$ cat src/rtl/core/secc_pkg.sv
`timescale 1ns / 1ps
// ----------------------------------------------------------------------------
// secc_pkg
// Shared types, constants and calendar helpers of the epoch calendar clock.
// ----------------------------------------------------------------------------
package secc_pkg;

    localparam logic [11:0] EpochYear   = 12'd2000;
    localparam logic [16:0] SecsPerDay  = 17'd86400;
    localparam logic [11:0] SecsPerHour = 12'd3600;
    localparam logic [5:0]  SecsPerMin  = 6'd60;

    localparam logic [31:0] SecsLeapYear   = 32'd31622400;
    localparam logic [31:0] SecsCommonYear = 32'd31536000;

    // number of reciprocal quotient steps in each division
    localparam int DivDaySteps  = 1;
    localparam int DivHourSteps = 1;
    localparam int DivMinSteps  = 1;

    // reciprocals once the divisor's power-of-two factor is shifted out:
    // x/675 for x below 2^25, x/225 for x below 2^13, x/15 for x below 2^10
    localparam logic [25:0] RecipDay  = 26'd50903317;
    localparam logic [13:0] RecipHour = 14'd9321;
    localparam logic [10:0] RecipMin  = 11'd1093;

    // item kinds
    localparam logic [1:0] KindTick = 2'd0;
    localparam logic [1:0] KindSet  = 2'd1;
    localparam logic [1:0] KindGet  = 2'd2;

    typedef enum logic [3:0] {
        DP_IDLE,
        DP_TICK,
        DP_SET_START,
        DP_SET_YEAR,
        DP_SET_MONTH,
        DP_TERM,
        DP_GET_START,
        DP_DIV_STEP,
        DP_LOAD_HOUR,
        DP_LOAD_MIN,
        DP_LOAD_CAL,
        DP_GET_YEAR,
        DP_GET_MONTH,
        DP_LOAD_OUT
    } t_dp_op;

    typedef enum logic [1:0] {
        DIV_BY_DAY,
        DIV_BY_HOUR,
        DIV_BY_MIN
    } t_div_sel;

    typedef enum logic [1:0] {
        TERM_DAY,
        TERM_HOUR,
        TERM_MIN,
        TERM_SEC
    } t_term_sel;

    typedef struct packed {
        t_dp_op    op;
        t_div_sel  div_sel;
        t_term_sel term_sel;
        logic      term_add;
    } t_dp_cmd;

    typedef struct packed {
        logic set_year_more;
        logic set_month_more;
        logic get_year_more;
        logic get_month_more;
    } t_dp_status;

    // gregorian leap test; y/100 found by reciprocal multiply on y/4
    function automatic logic is_leap(input logic [11:0] y);
        logic [9:0]  v;
        logic [20:0] p;
        logic [5:0]  q;
        logic [9:0]  r;
        v = y[11:2];
        p = 21'(v) * 21'd1311;
        q = p[20:15];
        r = v - (10'(q) * 10'd25);
        return (y[1:0] == 2'b00) && ((r != 10'd0) || (q[1:0] == 2'b00));
    endfunction

    function automatic logic [8:0] year_days(input logic [11:0] y);
        return is_leap(y) ? 9'd366 : 9'd365;
    endfunction

    function automatic logic [31:0] year_secs(input logic [11:0] y);
        return is_leap(y) ? SecsLeapYear : SecsCommonYear;
    endfunction

    function automatic logic [4:0] month_days(input logic [3:0] m, input logic leap);
        logic [4:0] d;
        case (m)
            4'd2:                      d = leap ? 5'd29 : 5'd28;
            4'd4, 4'd6, 4'd9, 4'd11:   d = 5'd30;
            default:                   d = 5'd31;
        endcase
        return d;
    endfunction

    function automatic logic [31:0] month_secs(input logic [3:0] m, input logic leap);
        return 32'(22'(month_days(m, leap)) * 22'(SecsPerDay));
    endfunction

endpackage

$ cat src/rtl/core/secc_datapath.sv
`timescale 1ns / 1ps
// ----------------------------------------------------------------------------
// secc_datapath
// Seconds count, calendar accumulator, reciprocal divider and walks.
// ----------------------------------------------------------------------------
module secc_datapath (
    input  logic                  i_clk,
    input  logic                  i_rst_n,
    input  secc_pkg::t_dp_cmd     i_cmd,
    input  logic [11:0]           i_set_year,
    input  logic [3:0]            i_set_month,
    input  logic [4:0]            i_set_day,
    input  logic [4:0]            i_set_hour,
    input  logic [5:0]            i_set_minute,
    input  logic [5:0]            i_set_second,
    output secc_pkg::t_dp_status  o_status,
    output logic [11:0]           o_year,
    output logic [3:0]            o_month,
    output logic [4:0]            o_day,
    output logic [4:0]            o_hour,
    output logic [5:0]            o_minute,
    output logic [5:0]            o_second
);

    logic [31:0] r_epoch;

    logic [11:0] r_set_year;
    logic [3:0]  r_set_month;
    logic [4:0]  r_set_day;
    logic [4:0]  r_set_hour;
    logic [5:0]  r_set_minute;
    logic [5:0]  r_set_second;

    logic [11:0] r_year;
    logic [3:0]  r_mon;
    logic [31:0] r_term;
    logic [31:0] r_dvd;
    logic [15:0] r_quo;
    logic [15:0] r_days;
    logic [4:0]  r_hour;
    logic [5:0]  r_min;
    logic [5:0]  r_sec;

    logic [11:0] r_out_year;
    logic [3:0]  r_out_month;
    logic [4:0]  r_out_day;
    logic [4:0]  r_out_hour;
    logic [5:0]  r_out_minute;
    logic [5:0]  r_out_second;

    logic [50:0] day_prod;
    logic [26:0] hour_prod;
    logic [20:0] min_prod;
    logic [15:0] n_quo;
    logic [31:0] n_term;

    // quotient by reciprocal multiply, power-of-two factor of the divisor shifted out first
    always_comb begin
        day_prod  = 51'(r_dvd[31:7]) * 51'(secc_pkg::RecipDay);
        hour_prod = 27'(r_dvd[16:4]) * 27'(secc_pkg::RecipHour);
        min_prod  = 21'(r_dvd[11:2]) * 21'(secc_pkg::RecipMin);
        unique case (i_cmd.div_sel)
            secc_pkg::DIV_BY_HOUR: n_quo = 16'(hour_prod[26:21]);
            secc_pkg::DIV_BY_MIN:  n_quo = 16'(min_prod[20:14]);
            default:               n_quo = day_prod[50:35];
        endcase
    end

    // product terms of a set, one per step
    always_comb begin
        unique case (i_cmd.term_sel)
            secc_pkg::TERM_DAY: begin
                if (r_set_day == 5'd0) begin
                    n_term = 32'd0 - 32'(secc_pkg::SecsPerDay);
                end else begin
                    n_term = 32'(22'(r_set_day - 5'd1) * 22'(secc_pkg::SecsPerDay));
                end
            end
            secc_pkg::TERM_HOUR:
                n_term = 32'(17'(r_set_hour) * 17'(secc_pkg::SecsPerHour));
            secc_pkg::TERM_MIN:
                n_term = 32'(12'(r_set_minute) * 12'(secc_pkg::SecsPerMin));
            secc_pkg::TERM_SEC:
                n_term = 32'(r_set_second);
        endcase
    end

    always_comb begin
        o_status.set_year_more  = (r_year < r_set_year);
        o_status.set_month_more = (r_mon < r_set_month) && (r_mon <= 4'd12);
        o_status.get_year_more  = (r_days >= 16'(secc_pkg::year_days(r_year)));
        o_status.get_month_more = (r_mon < 4'd12) &&
            (r_days >= 16'(secc_pkg::month_days(r_mon, secc_pkg::is_leap(r_year))));
    end

    always_ff @(posedge i_clk) begin
        if (!i_rst_n) begin
            r_epoch <= 32'd0;
        end else begin
            case (i_cmd.op)
                secc_pkg::DP_TICK:      r_epoch <= r_epoch + 32'd1;
                secc_pkg::DP_SET_START: r_epoch <= 32'd0;
                secc_pkg::DP_SET_YEAR:  r_epoch <= r_epoch + secc_pkg::year_secs(r_year);
                secc_pkg::DP_SET_MONTH:
                    r_epoch <= r_epoch +
                        secc_pkg::month_secs(r_mon, secc_pkg::is_leap(r_set_year));
                secc_pkg::DP_TERM: begin
                    if (i_cmd.term_add) begin
                        r_epoch <= r_epoch + r_term;
                    end
                end
                default: r_epoch <= r_epoch;
            endcase
        end
    end

    always_ff @(posedge i_clk) begin
        case (i_cmd.op)
            secc_pkg::DP_SET_START: begin
                r_set_year   <= i_set_year;
                r_set_month  <= i_set_month;
                r_set_day    <= i_set_day;
                r_set_hour   <= i_set_hour;
                r_set_minute <= i_set_minute;
                r_set_second <= i_set_second;
                r_year       <= secc_pkg::EpochYear;
                r_mon        <= 4'd1;
            end
            secc_pkg::DP_SET_YEAR:  r_year <= r_year + 12'd1;
            secc_pkg::DP_SET_MONTH: r_mon  <= r_mon + 4'd1;
            secc_pkg::DP_TERM:      r_term <= n_term;
            secc_pkg::DP_GET_START: begin
                r_dvd <= r_epoch;
            end
            secc_pkg::DP_DIV_STEP: begin
                r_quo <= n_quo;
            end
            secc_pkg::DP_LOAD_HOUR: begin
                r_days <= r_quo;
                r_dvd  <= r_dvd - 32'(r_quo) * 32'(secc_pkg::SecsPerDay);
            end
            secc_pkg::DP_LOAD_MIN: begin
                r_hour <= r_quo[4:0];
                r_dvd  <= r_dvd - 32'(r_quo) * 32'(secc_pkg::SecsPerHour);
            end
            secc_pkg::DP_LOAD_CAL: begin
                r_min  <= r_quo[5:0];
                r_sec  <= 6'(r_dvd - 32'(r_quo) * 32'(secc_pkg::SecsPerMin));
                r_year <= secc_pkg::EpochYear;
                r_mon  <= 4'd1;
            end
            secc_pkg::DP_GET_YEAR: begin
                r_days <= r_days - 16'(secc_pkg::year_days(r_year));
                r_year <= r_year + 12'd1;
            end
            secc_pkg::DP_GET_MONTH: begin
                r_days <= r_days -
                    16'(secc_pkg::month_days(r_mon, secc_pkg::is_leap(r_year)));
                r_mon  <= r_mon + 4'd1;
            end
            secc_pkg::DP_LOAD_OUT: begin
                r_out_year   <= r_year;
                r_out_month  <= r_mon;
                r_out_day    <= r_days[4:0] + 5'd1;
                r_out_hour   <= r_hour;
                r_out_minute <= r_min;
                r_out_second <= r_sec;
            end
            default: begin
            end
        endcase
    end

    assign o_year   = r_out_year;
    assign o_month  = r_out_month;
    assign o_day    = r_out_day;
    assign o_hour   = r_out_hour;
    assign o_minute = r_out_minute;
    assign o_second = r_out_second;

endmodule

$ cat src/rtl/core/secc_ctrl.sv
`timescale 1ns / 1ps
// ----------------------------------------------------------------------------
// secc_ctrl
// Sequencer for tick, set and get items and owner of the output valid flag.
// ----------------------------------------------------------------------------
module secc_ctrl (
    input  logic                  i_clk,
    input  logic                  i_rst_n,
    input  logic                  i_in_valid,
    input  logic [1:0]            i_kind,
    input  logic                  i_out_stall,
    input  secc_pkg::t_dp_status  i_status,
    output logic                  o_in_stall,
    output logic                  o_out_valid,
    output secc_pkg::t_dp_cmd     o_cmd
);

    typedef enum logic [3:0] {
        S_IDLE,
        S_SET_YEAR,
        S_SET_MONTH,
        S_SET_TERM,
        S_DIV_DAY,
        S_LD_HOUR,
        S_DIV_HOUR,
        S_LD_MIN,
        S_DIV_MIN,
        S_LD_CAL,
        S_GET_YEAR,
        S_GET_MONTH,
        S_DONE
    } t_state;

    localparam logic [4:0] TermLast    = 5'd4;
    localparam logic [4:0] DayLast     = 5'(secc_pkg::DivDaySteps - 1);
    localparam logic [4:0] HourLast    = 5'(secc_pkg::DivHourSteps - 1);
    localparam logic [4:0] MinLast     = 5'(secc_pkg::DivMinSteps - 1);

    t_state     r_state, n_state;
    logic [4:0] r_cnt, n_cnt;
    logic       r_out_valid, n_out_valid;

    always_comb begin
        o_cmd.op       = secc_pkg::DP_IDLE;
        o_cmd.div_sel  = secc_pkg::DIV_BY_DAY;
        o_cmd.term_sel = secc_pkg::t_term_sel'(r_cnt[1:0]);
        o_cmd.term_add = 1'b0;
        n_state        = r_state;
        n_cnt          = r_cnt;

        unique case (r_state)
            S_IDLE: begin
                if (i_in_valid) begin
                    priority if (i_kind == secc_pkg::KindTick) begin
                        o_cmd.op = secc_pkg::DP_TICK;
                    end else if (i_kind == secc_pkg::KindSet) begin
                        o_cmd.op = secc_pkg::DP_SET_START;
                        n_state  = S_SET_YEAR;
                    end else if (i_kind == secc_pkg::KindGet) begin
                        o_cmd.op = secc_pkg::DP_GET_START;
                        n_cnt    = 5'd0;
                        n_state  = S_DIV_DAY;
                    end else begin
                    end
                end
            end
            S_SET_YEAR: begin
                if (i_status.set_year_more) begin
                    o_cmd.op = secc_pkg::DP_SET_YEAR;
                end else begin
                    n_state = S_SET_MONTH;
                end
            end
            S_SET_MONTH: begin
                if (i_status.set_month_more) begin
                    o_cmd.op = secc_pkg::DP_SET_MONTH;
                end else begin
                    n_cnt   = 5'd0;
                    n_state = S_SET_TERM;
                end
            end
            S_SET_TERM: begin
                // add the previous term while the next one is formed
                o_cmd.op       = secc_pkg::DP_TERM;
                o_cmd.term_add = (r_cnt != 5'd0);
                if (r_cnt == TermLast) begin
                    n_state = S_IDLE;
                end else begin
                    n_cnt = r_cnt + 5'd1;
                end
            end
            S_DIV_DAY: begin
                o_cmd.op      = secc_pkg::DP_DIV_STEP;
                o_cmd.div_sel = secc_pkg::DIV_BY_DAY;
                if (r_cnt == DayLast) begin
                    n_state = S_LD_HOUR;
                end else begin
                    n_cnt = r_cnt + 5'd1;
                end
            end
            S_LD_HOUR: begin
                o_cmd.op = secc_pkg::DP_LOAD_HOUR;
                n_cnt    = 5'd0;
                n_state  = S_DIV_HOUR;
            end
            S_DIV_HOUR: begin
                o_cmd.op      = secc_pkg::DP_DIV_STEP;
                o_cmd.div_sel = secc_pkg::DIV_BY_HOUR;
                if (r_cnt == HourLast) begin
                    n_state = S_LD_MIN;
                end else begin
                    n_cnt = r_cnt + 5'd1;
                end
            end
            S_LD_MIN: begin
                o_cmd.op = secc_pkg::DP_LOAD_MIN;
                n_cnt    = 5'd0;
                n_state  = S_DIV_MIN;
            end
            S_DIV_MIN: begin
                o_cmd.op      = secc_pkg::DP_DIV_STEP;
                o_cmd.div_sel = secc_pkg::DIV_BY_MIN;
                if (r_cnt == MinLast) begin
                    n_state = S_LD_CAL;
                end else begin
                    n_cnt = r_cnt + 5'd1;
                end
            end
            S_LD_CAL: begin
                o_cmd.op = secc_pkg::DP_LOAD_CAL;
                n_state  = S_GET_YEAR;
            end
            S_GET_YEAR: begin
                if (i_status.get_year_more) begin
                    o_cmd.op = secc_pkg::DP_GET_YEAR;
                end else begin
                    n_state = S_GET_MONTH;
                end
            end
            S_GET_MONTH: begin
                if (i_status.get_month_more) begin
                    o_cmd.op = secc_pkg::DP_GET_MONTH;
                end else begin
                    n_state = S_DONE;
                end
            end
            S_DONE: begin
                if (!r_out_valid || !i_out_stall) begin
                    o_cmd.op = secc_pkg::DP_LOAD_OUT;
                    n_state  = S_IDLE;
                end
            end
            default: n_state = S_IDLE;
        endcase

        if (o_cmd.op == secc_pkg::DP_LOAD_OUT) begin
            n_out_valid = 1'b1;
        end else if (!i_out_stall) begin
            n_out_valid = 1'b0;
        end else begin
            n_out_valid = r_out_valid;
        end
    end

    always_ff @(posedge i_clk) begin
        if (!i_rst_n) begin
            r_state     <= S_IDLE;
            r_cnt       <= 5'd0;
            r_out_valid <= 1'b0;
        end else begin
            r_state     <= n_state;
            r_cnt       <= n_cnt;
            r_out_valid <= n_out_valid;
        end
    end

    assign o_in_stall  = (r_state != S_IDLE);
    assign o_out_valid = r_out_valid;

endmodule

$ cat src/rtl/core/seconds_epoch_calendar_clock.sv
`timescale 1ns / 1ps
// ----------------------------------------------------------------------------
// seconds_epoch_calendar_clock
// Seconds-since-2000 counter with calendar set and calendar read-back.
// ----------------------------------------------------------------------------
// usage
//   input channel: i_in_valid / o_in_stall with kind and set fields; a transfer
//   happens at a clock edge with valid high and stall low
//   tick: adds one second in the transfer cycle, next item the cycle after
//   set: walks whole years (one per cycle), then whole months (one per cycle),
//     then adds the day/hour/minute/second terms
//   get: reciprocal multiplies split the count into days, hours, minutes and
//     seconds, then the year walk and the month walk run at one year or month
//     per cycle; the next item is taken once the result is loaded into the
//     output register
//   kind 3 is taken and dropped with no effect on the count
//   output channel: o_out_valid / i_out_stall, result held in an output
//   register, so a new item is taken while a result waits; a second get
//   parks at its end until the register frees up
//   reset: synchronous, clears the seconds count to zero and o_out_valid, the only one of the two valids
// ----------------------------------------------------------------------------
module seconds_epoch_calendar_clock (
    input  logic        i_clk,
    input  logic        i_rst_n,
    input  logic        i_in_valid,
    output logic        o_in_stall,
    input  logic [1:0]  i_kind,
    input  logic [11:0] i_set_year,
    input  logic [3:0]  i_set_month,
    input  logic [4:0]  i_set_day,
    input  logic [4:0]  i_set_hour,
    input  logic [5:0]  i_set_minute,
    input  logic [5:0]  i_set_second,
    output logic        o_out_valid,
    input  logic        i_out_stall,
    output logic [11:0] o_year,
    output logic [3:0]  o_month,
    output logic [4:0]  o_day,
    output logic [4:0]  o_hour,
    output logic [5:0]  o_minute,
    output logic [5:0]  o_second
);

    // command and status between sequencer and datapath
    secc_pkg::t_dp_cmd    dp_cmd;
    secc_pkg::t_dp_status dp_status;

    // sequencer: accepts items only when idle, owns the output valid
    secc_ctrl u_ctrl (
        .i_clk       (i_clk),
        .i_rst_n     (i_rst_n),
        .i_in_valid  (i_in_valid),
        .i_kind      (i_kind),
        .i_out_stall (i_out_stall),
        .i_status    (dp_status),
        .o_in_stall  (o_in_stall),
        .o_out_valid (o_out_valid),
        .o_cmd       (dp_cmd)
    );

    // datapath: seconds count, divider, calendar walks and result register
    secc_datapath u_datapath (
        .i_clk        (i_clk),
        .i_rst_n      (i_rst_n),
        .i_cmd        (dp_cmd),
        .i_set_year   (i_set_year),
        .i_set_month  (i_set_month),
        .i_set_day    (i_set_day),
        .i_set_hour   (i_set_hour),
        .i_set_minute (i_set_minute),
        .i_set_second (i_set_second),
        .o_status     (dp_status),
        .o_year       (o_year),
        .o_month      (o_month),
        .o_day        (o_day),
        .o_hour       (o_hour),
        .o_minute     (o_minute),
        .o_second     (o_second)
    );

endmodule

$ cat config.mk
export PLATFORM = sky130hd
export DESIGN_NAME = seconds_epoch_calendar_clock
export DESIGN_NICKNAME = d
export VERILOG_FILES = /design/src/rtl/core/secc_pkg.sv /design/src/rtl/core/secc_datapath.sv /design/src/rtl/core/secc_ctrl.sv /design/src/rtl/core/seconds_epoch_calendar_clock.sv
export SDC_FILE = /design/constraint.sdc
export NUM_CORES = 2
export LEC_CHECK = 0
export BUFFER_PORTS_ARGS = -buffer_cell sky130_fd_sc_hd__buf_2
export CORE_UTILIZATION = 56
export DETAILED_ROUTE_END_ITERATION = 10
export PLACE_DENSITY_LB_ADDON = 0.1
export SYNTH_ARGS = -nofsm -noshare
export SYNTH_HDL_FRONTEND = slang
export SYNTH_SLANG_ARGS = --single-unit
$ cat constraint.sdc
create_clock -name i_clk -period 15.5 [get_ports i_clk]
set_clock_uncertainty 0.05 [all_clocks]
set_input_delay 2.325 -clock i_clk [delete_from_list [all_inputs] [get_ports i_clk]]
set_output_delay 2.325 -clock i_clk [all_outputs]
set_load 0.03 [all_outputs]
Yosys cells after proc, flatten, opt, wreduce, memory -nomap -nowiden
Index checks and enable logic that the tools add are counted.

Register bits: 247. Latch bits: 0. RAM bits: 0. Memory bits (read-only): 0. Input port bits: 44. Output and inout bits: 40. Word-level logic and storage cells: 208. Memories kept: 0.

$add $sub $neg: 16. Multiply operators: 14. Div/mod/pow operators: 0. Order comparisons: 6. Eq/ne operators: 56. Shifts and indexed selects: 0. Multiplexer cells: 54. Bitwise operators: 0. Reduce and logical (&&, ||, !) cells: 37.

Operator list (count): $pmux W32 S5 (1); $pmux W32 S4 (1); $pmux W32 S3 (1); $mux W4 (19); $add A32 B32 Y32 (2); $mux W32 (2); $mul A10 B11 Y21 const B (3); $eq A4 B4 Y1 const B (13); $pmux W4 S13 (1); $mul A25 B26 Y51 const B (1); $mux W5 (10); $pmux W16 S3 (1); $pmux W4 S11 (1); $eq A4 B3 Y1 const B (10); $add A32 B1 Y32 const B (1); $add A32 B22 Y32 (1); $pmux W16 S2 (1); $sub A32 B28 Y32 (1); $sub A32 B32 Y32 (1); $mul A13 B14 Y27 const B (1); $mul A16 B10 Y25 const B (1); $mul A22 B10 Y25 const B (1); $pmux W5 S5 (1); $mul A16 B8 Y24 const B (1); other kinds (52) (107).

Logic depth before layout (Yosys ltp)
Depth after elaboration: 18. Mapped depth: 57. Depth with buffers taken out: 56.

Cells and area by module
From an unflattened synthesis, not the netlist that was laid out.

Cell total of the unflattened synthesis: 4175. Area, all modules: 40672.8 µm².

By module, submodules not included: secc_datapath (times used 1, cells an instance 4041, area each 39504.1 µm²); secc_ctrl (times used 1, cells an instance 134, area each 1168.6 µm²).

Worst setup path before layout
No wires, ideal clock.

Path type: flip-flop to flip-flop. Start point: reg u_datapath.r_year[9]. End point: reg u_datapath.r_epoch[28]. Library setup time: 120 ps. Data arrival time: 14061 ps. Data required time: 15330 ps. Slack: 1269 ps. Stages on the path, launching flop included: 56. Buffers on the path: 1. Clock period less this slack: 14231 ps. Cell sequence: edfxtp_1 fa_1 xor2_1 ha_1 fa_1 inv_1 fa_1 inv_1 fa_1 ha_1 o21ai_0 nor2_1 o31ai_1 a21boi_0 o21ai_0 a21oi_1 o21a_1 nor2_1 (+20 left out) nor2_1 nand4_1 nand2_1 nor3_1 clkbuf_1 a21oi_1 ha_1 fa_1 a21oi_1 a2bb2oi_1 a21oi_1 o21a_1 o2111ai_1 a41oi_1 a31oi_1 xnor2_1 nor2_1 o31a_1.

Word-level cells in the longest chain between the ends: 15.

RTL lines: from (decl) (line secc_datapath.sv:34) `logic [11:0] r_year;`; from (signal assigned) (line secc_datapath.sv:126) `r_year <= secc_pkg::EpochYear;`; from (signal assigned) (line secc_datapath.sv:129) `secc_pkg::DP_SET_YEAR: r_year <= r_year + 12'd1;`; from (signal assigned) (line secc_datapath.sv:149) `r_year <= secc_pkg::EpochYear;`; $mul A10 B11 Y21 (line secc_pkg.sv:83) `p = 21'(v) * 21'd1311;`; $mul A6 B5 Y10 (line secc_pkg.sv:85) `r = v - (10'(q) * 10'd25);`; $sub A10 B10 Y10 (line secc_pkg.sv:85); $reduce_bool A10 Y1 (line secc_pkg.sv:86) `return (y[1:0] == 2'b00) && ((r != 10'd0) || (q[1:0] == 2'b00));`; $logic_or A1 B1 Y1 (line secc_pkg.sv:86); $logic_and A1 B1 Y1 (line secc_pkg.sv:86); $mux W1 (line secc_pkg.sv:100) `4'd2: d = leap ? 5'd29 : 5'd28;`; $pmux W5 S2 (line secc_pkg.sv:99) `case (m)`; $ge A16 B5 Y1 (line secc_datapath.sv:93) `(r_days >= 16'(secc_pkg::month_days(r_mon, secc_pkg::is_leap(r_year))));`; $logic_and A1 B1 Y1 (line secc_datapath.sv:92) `o_status.get_month_more = (r_mon < 4'd12) &&`; $mux W4 (line secc_ctrl.sv:141) `if (i_status.get_month_more) begin`; $pmux W4 S11 (line secc_ctrl.sv:51) `unique case (r_state)`; $eq A4 B1 Y1, or another cell as far along (line secc_datapath.sv:100) `case (i_cmd.op)`; $reduce_bool A5 Y1 (no source line) or $ne A2 B2 Y1 (tied branches); $reduce_and A2 Y1 (no source line); to (signal assigned) (line secc_datapath.sv:101) `secc_pkg::DP_TICK: r_epoch <= r_epoch + 32'd1;`; to (signal assigned) (line secc_datapath.sv:103) `secc_pkg::DP_SET_YEAR: r_epoch <= r_epoch + secc_pkg::year_secs(r_year);`; to (signal assigned) (line secc_datapath.sv:105) `r_epoch <= r_epoch +`; to (decl) (line secc_datapath.sv:25) `logic [31:0] r_epoch;`.

Parallel ways exist; a longest one is shown, timed or not. A chain may end at the register's enable or synchronous reset.

Final worst setup path
Ends and elaborated chain as after synthesis.

==> summary.txt <==
Floorplan
  – I/O pin total: 84
  – Starting Density: 0.5662
  – Row cnt: 98
  – Core area: 71,610 um2
  – DIE HEIGHT: 271.1 um
  – Total die area: 73,480 um2
  – Die Wd: 271.1 um

Yosys
  – Area contributors post-synth: ha_1, fa_1, edfxtp_1
  – Dominant cell type by area after synthesis: ha_1
  – Syn. warnings: 0
  – Top FF cell, synth: edfxtp_1
  – Post-Synthesis Cells: 4,240
  – Syn Std Cell Area: 40,550 um2
  – Syn_area_per_cell: 9.563 um2
  – Synth top area share: 0.2925
  – Syn_nets: 5,598
  – Unique cell type count in the Yosys netlist: 85
  – Register area share after synthesis: 0.1726
  – Synth Register Bits: 247
  – Post-synth EDFFs: 205
  – Synth async-reset ratio: 0

Timing
  – F_max: 68.80 MHz
  – RSZ-0062 raised after global routing: false
  – Final hold vios: 0
  – Final worst slack: 0.9643 ns
  – Slew margin rel.: 0.1699
  – Worst slew pin tran: 1.229 ns
  – Max-slew violation count: 0
  – Final Critical Period: 14.54 ns
  – Final setup TNS: 0 ns
  – Final Cycle Share: 0.9378
  – # setup viols final: 0

Flow run
  – Max-cap viol count: 0

Place
  – GP Congestion: 0.9299
  – Post-DP HPWL: 81,080 um
  – Worst slack, placed: 1.036 ns
  – PortBufs: 83
  – Cells after DPL: 5,261

Routing
  – Mean number of vias per cell: 5.613
  – DRC viols: 0
  – Drt wl/cell: 18.47 um
  – First DRT Iteration DRCs: 2,150
  – Initial DRT Pass Iterations: 5
  – Post-Route WL: 98,190 um
  – Post-route ant nets: 0
  – Via count: 29,850

Finish
  – Commonest cells after routing, fill and taps aside: ha_1, inv_1, fa_1
  – Commonest non-fill, non-tap cell in the layout: ha_1
  – Share of cells above drive strength 1: 0.05175
  – # diodes: 0
  – # nets final: 5,701
  – Non-filler cells, final: 5,317
  – Area delta synth->final: 6.820%

Clocking
  – Inserted Clock Buffers: 30
  – CTS tree: built
  – Clk_lat worst skew: 0.59 ns
  – Post-cts hold buffer count: 0
  – CTS H-tree lvls: 1
  – Worst-case clock buffer depth: 3
  – Worst-path clk slew: 0.07 ns
  – Clock Sinks: 247
  – Clk root buf: clkbuf_16

Global routing
  – Initial antenna violation count: 0
  – Largest net degree at the start of global routing: 42
  – First-pass GRT wire length: 158,800 um
  – Gr usage total: 0.2710
  – Vias in the first global route: 29,450
  – Gr ovfl total: 0

Setup path
  – Crit path capture: u_datapath.r_epoch[28]
  – Worst Setup Start Kind: flip-flop
  – R2R setup slack: 0.96 ns
  – Data required, critical path: 15.94 ns
  – Crit path largest cell delay: 0.66 ns
  – FF-to-FF path depth: 56
  – WS Path Type: reg -> reg
  – CP Launch Point: u_datapath.r_year[9]
  – CP Capture Type: flip-flop
  – Worst path slowest cell: fa_1
  – Reg-to-Reg Start: u_datapath.r_year[9]
  – CP max FO: 29
  – Worst EP arrival: 14.97 ns
  – FF-to-FF End: u_datapath.r_epoch[28]
  – Critical path's most frequent cell: fa_1

Min path
  – Hold crit path type: reg -> reg

Outcome
  – Status: finished clean
==> metrics by stage <==
step	hold slack (ns)	area, um2	util
2_1_floorplan	0.3503	40550	-
3_3_place_gp	0.3530	42290	0.5905
3_5_place_dp	0.3545	42290	0.5905
4_1_cts	0.3645	43300	0.6047
5_1_grt	0.3715	43310	0.6048
6_report	0.3631	43310	0.6048
==> Yosys cell counts, types with 8 or more instances <==
master,instances
o22ai_1,14
a221o_1,13
nand2b_1,31
xor2_1,81
o21ai_0,170
a22o_1,14
buf_2,10
dfxtp_1,42
o211ai_1,10
nand4_1,23
or2_2,18
a211o_1,8
a41oi_1,8
a31oi_1,34
and3_1,28
fa_1,366
o21bai_1,22
nand2_1,213
a21boi_0,19
and2_1,38
nor4_1,8
inv_1,789
clkbuf_1,43
nor3b_1,9
nor3_1,66
xnor2_1,155
or3_1,15
a221oi_1,16
nor2b_1,27
nor2_1,196
o31a_1,9
mux2i_1,9
o21a_1,25
ha_1,948
a22oi_1,22
o31ai_1,13
o221ai_1,16
a21o_1,78
edfxtp_1,205
a211oi_1,10
nand3_1,72
a21oi_1,243
==> worst max-delay path: cells and delay by family (launching register included) <==
family,cells,cell delay (ns)
adders and majority gates,14,5.72
AOI/OAI and AO/OA,23,4.75
and+or+nand+nor,11,2.03
buffers and inverters,5,0.74
xor gates and xnor gates,3,0.59
DFF,1,0.56
==> sequential cells by signal, summed over array words and instances, names as in the netlist, 6 cells and up <==
name / count
u_datapath.r_dvd: 32
u_datapath.r_epoch: 32
u_datapath.r_term: 32
u_datapath.r_days: 16
u_datapath.r_quo: 16
u_datapath.o_year: 12
u_datapath.r_set_year: 12
u_datapath.r_year: 12
u_datapath.o_minute: 6
u_datapath.o_second: 6
u_datapath.r_min: 6
u_datapath.r_sec: 6
u_datapath.r_set_minute: 6
u_datapath.r_set_second: 6
==> logic make-up after synthesis <==
| group | count (synthesis) | synth area share |
|---|---|---|
| multiplexers | 12 | 0.003055 |
| XOR/XNOR | 237 | 0.05153 |
| adder cells (fa/ha/maj) | 1314 | 0.4732 |
| AO/OA/AOI/OAI | 809 | 0.1288 |
| buffers and inverters | 847 | 0.07872 |
| flip-flops | 247 | 0.1726 |
| other | 1 | 0.00009249 |
| AND/OR/NAND/NOR | 773 | 0.09196 |
==> area by class of cell <==
cell class,count,area [um2]
Timing Repair Buffer,129,764.5
Clock inverter,18,192.7
Sequential cell,247,6997
Fill cell,6322,28300
Tap cell,950,1189
Clock buffer,38,822.0
Multi-Input combinational cell,3146,30390
Inverter,789,2962
==> worst min path at each step <==
stage,endpoint,startpoint,cells after the start
detailed placement,u_datapath.o_minute[2],u_datapath.r_min[2],0
global route,u_datapath.o_hour[3],u_datapath.r_hour[3],0
CTS,u_datapath.o_minute[2],u_datapath.r_min[2],0
floorplan,u_datapath.o_hour[0],u_datapath.r_hour[0],0
global placement,u_datapath.o_second[1],u_datapath.r_sec[1],0
finish,u_datapath.o_minute[2],u_datapath.r_min[2],0
==> layer usage <==
metal / GRT usage / share of wire
met1: 0.3985 / 0.48
met2: 0.4334 / 0.45
met3: 0.03151 / 0.055
met4: 0.04297 / 0.016
met5: 0 / 0
==> repair_timing <==
action,in CTS,in global routing
setup buffers,0,0
hold endpoints to repair,0,0
setup endpoints to repair,0,4
gates resized for setup,0,2
Power is left out: the tool's default activity adds up to more than one toggle a clock period on the data nets, which glitch-free logic cannot reach.
